<file path="src/hw/rtl/esuc_pkg.sv">
// ----------------------------------------------------------------------------
// esuc_pkg
// Shared types and constants for the epoch seconds to UTC calendar pipeline.
// ----------------------------------------------------------------------------
package esuc_pkg;

    // Register stages from input to output register.
    localparam int NStages = 10;

    // One load enable per stage; bit 0 is the stage that takes the input.
    typedef logic [NStages-1:0] t_stage_en;

    // First stages of each group, used as enable bit indexes.
    localparam int StSplit = 0;   // stages 0..2: clamp and day split
    localparam int StCal   = 3;   // stages 3..9: time of day and date

endpackage

</file>
<file path="src/hw/rtl/esuc_split.sv">
// ----------------------------------------------------------------------------
// esuc_split
// Clamps the second count and splits it into day number and second of day.
// Three stages: clamp/saturate, reciprocal multiply, remainder correction.
// ----------------------------------------------------------------------------
module esuc_split (
    input  logic                    i_clk,
    input  esuc_pkg::t_stage_en     i_en,
    input  logic signed [63:0]      i_epoch_seconds,
    output logic [21:0]             o_day_num,
    output logic [16:0]             o_sec_of_day
);

    // Last representable instant (9999-12-31 23:59:59) and the first count past it.
    localparam logic [37:0] SatSecs   = 38'(64'd2932896 * 64'd86400 + 64'd86399);
    localparam logic [37:0] SatThresh = 38'(64'd2932897 * 64'd86400);
    // 86400 = 128 * 675; floor reciprocal, estimate is low by at most one.
    localparam logic [30:0] Recip675  = 31'((64'd1 << 40) / 64'd675);
    localparam logic [10:0] DayDiv    = 11'd675;

    logic [37:0] n_secs, r_secs;
    logic [61:0] n_prod, r_prod;
    logic [30:0] r_x;
    logic [6:0]  r_lo;
    logic [21:0] w_q;
    logic [10:0] w_diff;
    logic [21:0] n_dnum, r_dnum;
    logic [9:0]  n_rem;
    logic [16:0] r_sod;
    logic        w_over;

    always_comb begin
        w_over = (|i_epoch_seconds[62:38]) || (i_epoch_seconds[37:0] >= SatThresh);
        if (i_epoch_seconds[63]) begin
            n_secs = '0;
        end else if (w_over) begin
            n_secs = SatSecs;
        end else begin
            n_secs = i_epoch_seconds[37:0];
        end
    end

    assign n_prod = 62'(r_secs[37:7]) * 62'(Recip675);

    always_comb begin
        w_q    = r_prod[61:40];
        w_diff = 11'(r_x - 31'(31'(w_q) * 31'(DayDiv)));
        if (w_diff >= DayDiv) begin
            n_dnum = w_q + 22'd1;
            n_rem  = 10'(w_diff - DayDiv);
        end else begin
            n_dnum = w_q;
            n_rem  = w_diff[9:0];
        end
    end

    always_ff @(posedge i_clk) begin
        if (i_en[esuc_pkg::StSplit]) begin
            r_secs <= n_secs;
        end
        if (i_en[esuc_pkg::StSplit + 1]) begin
            r_prod <= n_prod;
            r_x    <= r_secs[37:7];
            r_lo   <= r_secs[6:0];
        end
        if (i_en[esuc_pkg::StSplit + 2]) begin
            r_dnum <= n_dnum;
            r_sod  <= {n_rem, r_lo};
        end
    end

    assign o_day_num    = r_dnum;
    assign o_sec_of_day = r_sod;

endmodule

</file>
<file path="src/hw/rtl/esuc_tod.sv">
// ----------------------------------------------------------------------------
// esuc_tod
// Second of day to hour, minute and second over four stages.
// ----------------------------------------------------------------------------
module esuc_tod (
    input  logic                    i_clk,
    input  esuc_pkg::t_stage_en     i_en,
    input  logic [16:0]             i_sec_of_day,
    output logic [4:0]              o_hour,
    output logic [5:0]              o_minute,
    output logic [5:0]              o_second
);

    // 3600 = 16 * 225 and 60 = 4 * 15; ceiling reciprocals exact over the range.
    localparam logic [12:0] Recip225 = 13'(((64'd1 << 20) + 64'd224) / 64'd225);
    localparam logic [10:0] Recip15  = 11'(((64'd1 << 14) + 64'd14) / 64'd15);

    logic [25:0] r_hprod;
    logic [16:0] r_sod;
    logic [4:0]  w_hour, r5_hour, r6_hour, r7_hour;
    logic [11:0] n_rem, r5_rem, r6_rem;
    logic [20:0] r_mprod;
    logic [5:0]  w_min, n_sec, r7_min, r7_sec;

    assign w_hour = r_hprod[24:20];
    assign n_rem  = 12'(r_sod - 17'(17'(w_hour) * 17'd3600));
    assign w_min  = r_mprod[19:14];
    assign n_sec  = 6'(r6_rem - 12'(12'(w_min) * 12'd60));

    always_ff @(posedge i_clk) begin
        if (i_en[esuc_pkg::StCal]) begin
            r_hprod <= 26'(i_sec_of_day[16:4]) * 26'(Recip225);
            r_sod   <= i_sec_of_day;
        end
        if (i_en[esuc_pkg::StCal + 1]) begin
            r5_hour <= w_hour;
            r5_rem  <= n_rem;
        end
        if (i_en[esuc_pkg::StCal + 2]) begin
            r_mprod <= 21'(r5_rem[11:2]) * 21'(Recip15);
            r6_hour <= r5_hour;
            r6_rem  <= r5_rem;
        end
        if (i_en[esuc_pkg::StCal + 3]) begin
            r7_hour <= r6_hour;
            r7_min  <= w_min;
            r7_sec  <= n_sec;
        end
    end

    assign o_hour   = r7_hour;
    assign o_minute = r7_min;
    assign o_second = r7_sec;

endmodule

</file>
<file path="src/hw/rtl/esuc_date.sv">
// ----------------------------------------------------------------------------
// esuc_date
// Day number to year, month, day of month and weekday over seven stages,
// using a March-based year estimate and a Gauss month formula.
// ----------------------------------------------------------------------------
module esuc_date (
    input  logic                    i_clk,
    input  esuc_pkg::t_stage_en     i_en,
    input  logic [21:0]             i_day_num,
    output logic [4:0]              o_day_of_month,
    output logic [3:0]              o_month,
    output logic [13:0]             o_year,
    output logic [2:0]              o_weekday
);

    localparam logic [31:0] Recip146097 = 32'(((64'd1 << 49) + 64'd146096) / 64'd146097);
    localparam logic [22:0] Recip7      = 23'(((64'd1 << 25) + 64'd6) / 64'd7);
    localparam logic [11:0] Recip25     = 12'(((64'd1 << 16) + 64'd24) / 64'd25);
    localparam logic [10:0] Recip153    = 11'(((64'd1 << 18) + 64'd152) / 64'd153);
    // Day 0 moved to 1 March of 1 BC; the +2 of the estimate folded in.
    localparam logic [21:0] MarchShift  = 22'd719468;
    localparam logic [30:0] EstShift    = 31'd719470;
    localparam logic [8:0]  SplitDay    = 9'd306;

    // floor(367 * mon / 12)
    function automatic logic [8:0] month_base(input logic [3:0] mon);
        logic [8:0] v;
        case (mon)
            4'd1:    v = 9'd30;
            4'd2:    v = 9'd61;
            4'd3:    v = 9'd91;
            4'd4:    v = 9'd122;
            4'd5:    v = 9'd152;
            4'd6:    v = 9'd183;
            4'd7:    v = 9'd214;
            4'd8:    v = 9'd244;
            4'd9:    v = 9'd275;
            4'd10:   v = 9'd305;
            4'd11:   v = 9'd336;
            4'd12:   v = 9'd367;
            default: v = 9'd0;
        endcase
        return v;
    endfunction

    logic [30:0] w_d2, n_yx, r4_yx;
    logic [21:0] n_wx, r4_wx;
    logic [44:0] r4_wprod;
    logic [21:0] r4_days, r5_days, r6_days;
    logic [62:0] r5_yprod;
    logic [2:0]  n_wday, r5_wday, r6_wday, r7_wday, r8_wday, r9_wday, r10_wday;
    logic [13:0] w_yest, r6_year, r7_year, r8_year, r9_year, r10_year;
    logic [23:0] r6_c100prod;
    logic [7:0]  w_c100;
    logic [22:0] w_base, w_ydiff;
    logic        n_leap, r7_leap;
    logic [11:0] r7_yday;
    logic [8:0]  n_yday, r8_yday, r9_yday;
    logic [13:0] n_year8;
    logic [10:0] w_y31, w_m5;
    logic [21:0] r9_mprod;
    logic [3:0]  w_mon, n_month, r10_month;
    logic [4:0]  n_mday, r10_mday;
    logic [13:0] n_year10;

    // Stage 4: year estimate numerator and weekday product
    always_comb begin
        w_d2 = 31'(i_day_num) + EstShift;
        n_yx = 31'(w_d2 << 8) + 31'(w_d2 << 7) + 31'(w_d2 << 4);
        n_wx = i_day_num + 22'd4;
    end

    // Stage 5: weekday remainder
    assign n_wday = 3'(r4_wx - 22'(22'(r4_wprod[44:25]) * 22'd7));

    // Stage 6: year estimate and century count
    assign w_yest = r5_yprod[62:49];

    // Stage 7: day of the March-based year, may come out negative
    always_comb begin
        w_c100  = r6_c100prod[23:16];
        w_base  = 23'(23'(r6_year) * 23'd365) + 23'(r6_year[13:2])
                  - 23'(w_c100) + 23'(w_c100[7:2]);
        w_ydiff = 23'(r6_days) - w_base;
        n_leap  = (r6_year[1:0] == 2'd0)
                  && ((r6_year != 14'(14'(w_c100) * 14'd100)) || (w_c100[1:0] == 2'd0));
    end

    // Stage 8: step back one year when the estimate overshot
    always_comb begin
        if (r7_yday[11]) begin
            n_yday  = 9'(r7_yday + 12'd365 + 12'(r7_leap));
            n_year8 = r7_year - 14'd1;
        end else begin
            n_yday  = r7_yday[8:0];
            n_year8 = r7_year;
        end
    end

    // Stage 9: month product
    always_comb begin
        w_y31 = 11'(r8_yday) + 11'd31;
        w_m5  = 11'(w_y31 << 2) + w_y31;
    end

    // Stage 10: month, day and January/February roll into the next year
    always_comb begin
        w_mon  = r9_mprod[21:18];
        n_mday = 5'(10'(r9_yday) + 10'd31 - 10'(month_base(w_mon)));
        if (r9_yday >= SplitDay) begin
            n_month  = w_mon - 4'd10;
            n_year10 = r9_year + 14'd1;
        end else begin
            n_month  = w_mon + 4'd2;
            n_year10 = r9_year;
        end
    end

    always_ff @(posedge i_clk) begin
        if (i_en[esuc_pkg::StCal]) begin
            r4_yx    <= n_yx;
            r4_wx    <= n_wx;
            r4_wprod <= 45'(n_wx) * 45'(Recip7);
            r4_days  <= i_day_num + MarchShift;
        end
        if (i_en[esuc_pkg::StCal + 1]) begin
            r5_yprod <= 63'(r4_yx) * 63'(Recip146097);
            r5_days  <= r4_days;
            r5_wday  <= n_wday;
        end
        if (i_en[esuc_pkg::StCal + 2]) begin
            r6_year     <= w_yest;
            r6_c100prod <= 24'(w_yest[13:2]) * 24'(Recip25);
            r6_days     <= r5_days;
            r6_wday     <= r5_wday;
        end
        if (i_en[esuc_pkg::StCal + 3]) begin
            r7_yday <= w_ydiff[11:0];
            r7_year <= r6_year;
            r7_leap <= n_leap;
            r7_wday <= r6_wday;
        end
        if (i_en[esuc_pkg::StCal + 4]) begin
            r8_yday <= n_yday;
            r8_year <= n_year8;
            r8_wday <= r7_wday;
        end
        if (i_en[esuc_pkg::StCal + 5]) begin
            r9_mprod <= 22'(w_m5) * 22'(Recip153);
            r9_yday  <= r8_yday;
            r9_year  <= r8_year;
            r9_wday  <= r8_wday;
        end
        if (i_en[esuc_pkg::StCal + 6]) begin
            r10_mday  <= n_mday;
            r10_month <= n_month;
            r10_year  <= n_year10;
            r10_wday  <= r9_wday;
        end
    end

    assign o_day_of_month = r10_mday;
    assign o_month        = r10_month;
    assign o_year         = r10_year;
    assign o_weekday      = r10_wday;

endmodule

</file>
<file path="src/hw/rtl/epoch_seconds_to_utc_calendar.sv">
// ----------------------------------------------------------------------------
// epoch_seconds_to_utc_calendar
// Signed Unix seconds to UTC second, minute, hour, day, month, year, weekday.
// ----------------------------------------------------------------------------
// Takes one timestamp per clock while o_stall is low and returns its calendar
// fields; the depth comes from the chain of constant-reciprocal multiplies
// (day split, year estimate, century count, month) each followed by a
// register. Negative counts read as 1970-01-01 00:00:00 and counts past the
// end of year 9999 read as 9999-12-31 23:59:59. Each stage holds its own
// valid bit and loads whenever it is empty or its successor moves, so
// bubbles close up under output stall and input is taken while a stage is
// empty, even with the output held. No reset is needed between transactions.
module epoch_seconds_to_utc_calendar (
    input  logic               i_clk,
    input  logic               i_rst_n,
    input  logic               i_valid,
    output logic               o_stall,
    input  logic signed [63:0] i_epoch_seconds,
    output logic               o_valid,
    input  logic               i_stall,
    output logic [5:0]         o_second,
    output logic [5:0]         o_minute,
    output logic [4:0]         o_hour,
    output logic [4:0]         o_day_of_month,
    output logic [3:0]         o_month,
    output logic [13:0]        o_year,
    output logic [2:0]         o_weekday
);

    localparam int NSt = esuc_pkg::NStages;

    logic [NSt-1:0]       r_vld;
    logic [NSt:0]         w_adv;
    esuc_pkg::t_stage_en  w_en;
    logic [21:0]          w_day_num;
    logic [16:0]          w_sod;
    logic [4:0]           w_hour, r8_hour, r9_hour, r10_hour;
    logic [5:0]           w_min, r8_min, r9_min, r10_min;
    logic [5:0]           w_sec, r8_sec, r9_sec, r10_sec;

    // A stage loads when empty or when the stage after it moves.
    always_comb begin
        w_adv[NSt] = !i_stall;
        for (int k = NSt - 1; k >= 0; k--) begin
            w_adv[k] = !r_vld[k] || w_adv[k+1];
        end
    end

    assign w_en    = w_adv[NSt-1:0];
    assign o_stall = !w_adv[0];
    assign o_valid = r_vld[NSt-1];

    always_ff @(posedge i_clk) begin
        if (!i_rst_n) begin
            r_vld <= '0;
        end else begin
            if (w_adv[0]) begin
                r_vld[0] <= i_valid;
            end
            for (int k = 1; k < NSt; k++) begin
                if (w_adv[k]) begin
                    r_vld[k] <= r_vld[k-1];
                end
            end
        end
    end

    esuc_split u_split (
        .i_clk           (i_clk),
        .i_en            (w_en),
        .i_epoch_seconds (i_epoch_seconds),
        .o_day_num       (w_day_num),
        .o_sec_of_day    (w_sod)
    );

    esuc_tod u_tod (
        .i_clk        (i_clk),
        .i_en         (w_en),
        .i_sec_of_day (w_sod),
        .o_hour       (w_hour),
        .o_minute     (w_min),
        .o_second     (w_sec)
    );

    esuc_date u_date (
        .i_clk          (i_clk),
        .i_en           (w_en),
        .i_day_num      (w_day_num),
        .o_day_of_month (o_day_of_month),
        .o_month        (o_month),
        .o_year         (o_year),
        .o_weekday      (o_weekday)
    );

    // Time of day finishes early; carry it down to the output stage.
    always_ff @(posedge i_clk) begin
        if (w_en[NSt-3]) begin
            r8_hour <= w_hour;
            r8_min  <= w_min;
            r8_sec  <= w_sec;
        end
        if (w_en[NSt-2]) begin
            r9_hour <= r8_hour;
            r9_min  <= r8_min;
            r9_sec  <= r8_sec;
        end
        if (w_en[NSt-1]) begin
            r10_hour <= r9_hour;
            r10_min  <= r9_min;
            r10_sec  <= r9_sec;
        end
    end

    assign o_hour   = r10_hour;
    assign o_minute = r10_min;
    assign o_second = r10_sec;

endmodule
</file>
<file path="config.mk">
export PLATFORM = sky130hd
export DESIGN_NAME = epoch_seconds_to_utc_calendar
export DESIGN_NICKNAME = d
export VERILOG_FILES = /design/src/hw/rtl/esuc_pkg.sv /design/src/hw/rtl/esuc_split.sv /design/src/hw/rtl/esuc_tod.sv /design/src/hw/rtl/esuc_date.sv /design/src/hw/rtl/epoch_seconds_to_utc_calendar.sv
export SDC_FILE = /design/constraint.sdc
export NUM_CORES = 2
export LEC_CHECK = 0
export BUFFER_PORTS_ARGS = -buffer_cell sky130_fd_sc_hd__buf_2
export CORE_MARGIN = 2
export CORE_UTILIZATION = 60
export DETAILED_ROUTE_END_ITERATION = 8
export PLACE_DENSITY = 0.77
export SYNTH_ARGS = -nofsm -noshare
export SYNTH_HDL_FRONTEND = slang
export SYNTH_SLANG_ARGS = --single-unit
</file>
<file path="constraint.sdc">
create_clock -name i_clk -period 17.9 [get_ports i_clk]
set_input_delay 0.895 -clock i_clk [delete_from_list [all_inputs] [get_ports i_clk]]
set_output_delay 0.895 -clock i_clk [all_outputs]
set_load 0.1 [all_outputs]
</file>
==> reports/summary.txt <==
Final Hold Vio Count: 0
Tcrit/Tclk final: 46.4%
Area of the core: 103000 µm²
CTS Sinks: 468
# diodes: 0
Hpwl dp: 110000 µm
Post-DR vias/cell: 5.37
TNS Setup: 0 ns
Critical Path RT: 18.41 ns
DR DRC count: 0
Storage cell area: 13900 µm²
CP Launch Type: flop
DRT antenna net count: 0
First drt pass iteration count: 5
Post-CTS setup buffers: 0
Synth area leaders: fa_1 (27%), ha_1 (27%), edfxtp_1 (22%)
Hold depth: 0
Met2 WL: 65800 µm
Buffers on Ports: 112
Fill cell count: 7874
Routability cong.: 0.995
Rel. slew slack: 20.3%
IO Count: 113
FP Rows: 118
Register area share after synthesis: 22.2%
Slew Limit Fails: 0
Yosys warning total: 0
Max-Cap Viols: 0
Clk buf depth: 3
Mean post-synth cell area: 11.1 µm²
Root Driver: clkbuf_16
Hold path endpoint: u_date.r6_days[11]
Synth Flop Type: edfxtp_1
CP arrival: 8.81 ns
Top-area cell type share of the netlist area: 27.1%
Multi-input logic area: 42600 µm²
First-pass GRT wire length: 215000 µm
Setup CP Type: flop to flop
CTS tree: done
# setup viols final: 0
Post-CTS sizing: 0
Synthesized instance count: 5648
Die ar.: 107000 µm²
Initial antenna violation count: 1
Worst slack, placed: 9.62 ns
Fraction of layout cells with a size suffix above 1: 4.23%
Kind of end point of the critical path: flop
Mapped cell area: 62600 µm²
Worst r2r path cells: 32
Setup ws final: 9.60 ns
Die Wd: 327 µm
Ys async rst share: 0%
Synthesized Nets: 7918
Crit-path most repeated cell: ha_1
Top layer reached by signal wires: met5
Area leader, netlist: fa_1
Max frequency: 120 MHz
Status: finished, final reports clean
Skew final: 0.0379 ns
EDFF count, synth: 453
Commonest non-fill, non-tap cell in the layout: inv_1
H-tree levels: 2
Initial Util: 60.5%
Critical Path Max Stage Delay: 0.64 ns
Vias: 38800
Iter 0 DRT Violations: 1997
Wl on met1: 53100 µm
Largest net degree at the start of global routing: 59
Period minus WS final: 8.30 ns
Unrepaired setup endpoints after global routing: no
Met3 routed WL: 6030 µm
Min-delay src: u_date.r5_days[11]
Vias in the first global route: 42000
Gr usage total: 25.4%
CP max-delay cell: mux2i_1
Most frequent cells in the layout: inv_1 (1585), ha_1 (1354), fa_1 (848), edfxtp_1 (453), xnor2_1 (223)
Reg-to-reg startpoint: u_date.r8_yday[0]
Worst slew pin tran: 1.17 ns
P&R area growth vs syn: 6.38%
Die Y: 327 µm
Critical path fanouts, max: 11
Netlist cell types: 88
Clock slew at reported path FFs: 0.06 ns
Wire length per cell: 17.8 µm
Fin nets: 8067
WHS: 0.380 ns
Yosys reg bits: 468
Overflow after GRT: 0
TritonCTS Buffers: 49
Final Util: 64.3%
Flop2flop setup slack: 9.60 ns
Clk_lat worst skew: 0.62 ns
WL final: 129000 µm
Hold buffer count at CTS: 0
Hold Path Class: flop to flop
[per-layer routing]
metal	up-vias	track usage (%)
li1	18400	-
met1	19400	32.8
met2	788	45.2
met3	215	3.15
met4	2	6.79
met5	-	0
[Yosys cell counts (4+ instances only)]
| cell type | n |
|---|---|
| nor2_1 | 168 |
| o211ai_1 | 8 |
| o41ai_1 | 4 |
| nand2b_1 | 27 |
| o21bai_1 | 12 |
| a21oi_1 | 141 |
| or4_1 | 6 |
| and3_1 | 30 |
| nor3b_1 | 6 |
| a31oi_1 | 15 |
| nor4_1 | 12 |
| a211oi_1 | 11 |
| nor3_1 | 42 |
| xor2_1 | 90 |
| dfxtp_1 | 15 |
| a2111oi_0 | 4 |
| and2_1 | 21 |
| or3_1 | 8 |
| mux2_2 | 5 |
| fa_1 | 848 |
| inv_1 | 1588 |
| nand4_1 | 30 |
| edfxtp_1 | 453 |
| o21ai_0 | 63 |
| or2_2 | 15 |
| clkbuf_1 | 22 |
| o21ai_1 | 24 |
| a221oi_1 | 4 |
| a21boi_0 | 6 |
| buf_2 | 5 |
| o21a_1 | 22 |
| a21o_1 | 80 |
| xnor2_1 | 223 |
| ha_1 | 1354 |
| a211o_1 | 6 |
| nand2_1 | 122 |
| nor2b_1 | 26 |
| o31ai_1 | 7 |
| o22ai_1 | 5 |
| nand3_1 | 54 |
[final cells by class]
class	instances	area share, %
Multi-Input combinational cell	3562	64.0
Timing Repair Buffer	126	1.00
Inverter	1590	8.97
Clock buffer	55	1.88
Sequential cell	468	20.9
Tap cell	1380	2.59
Clock inverter	34	0.664
[sequential cells by signal, indices dropped and copies added (netlist names), 14 cells and up, named ones only]
| signal | count |
|---|---|
| u_date.o_year | 14 |
| u_date.r4_yx | 26 |
| u_date.r5_yprod | 14 |
| u_date.r6_year | 14 |
| u_date.r7_year | 14 |
| u_date.r8_year | 14 |
| u_date.r9_year | 14 |
| u_split.o_day_num | 22 |
| u_split.o_sec_of_day | 17 |
| u_split.r_prod | 22 |
| u_split.r_secs | 38 |
[worst max path at each step]
stage                            startpoint    to  slack (ns)  cells after the start
after floorplan           u_date.r8_yday[0]  flop       10.59                     33
after global placement    u_date.r8_yday[0]  flop        9.73                     32
after detailed placement  u_date.r8_yday[0]  flop        9.62                     32
after CTS                 u_date.r8_yday[0]  flop        9.60                     32
after global routing      u_date.r8_yday[0]  flop        9.07                     32
final                     u_date.r8_yday[0]  flop        9.60                     32
[kinds of logic after synthesis]
kind of cell    share of synthesized area, %
compound gates                          4.76
xor+xnor                                4.41
fa+ha+maj                               54.2
buf+inv                                 9.72
flops                                   22.2
mux                                    0.144
simple gates                            4.54
[critical path: cells and delay by family (launching register included)]
| family | cells | cell delay, ns |
|---|---|---|
| adder cells (fa/ha/maj) | 8 | 2.88 |
| AND/OR/NAND/NOR | 7 | 1.37 |
| AO/OA/AOI/OAI | 8 | 1.30 |
| buffers and inverters | 5 | 0.44 |
| XOR/XNOR | 1 | 0.39 |
| multiplexers | 3 | 1.31 |
| flip-flops | 1 | 0.50 |
[stage by stage]
stage / cells / cell area, µm²
CTS: 7215 / 66600
floorplan: 5648 / 62600
detailed placement: 7126 / 64900
global route: 7215 / 66600
global placement: 7126 / 64900
finish: 7215 / 66600
Power is not shown: default switching activity piles up to over one toggle a cycle in this logic, so the estimate is an artifact.
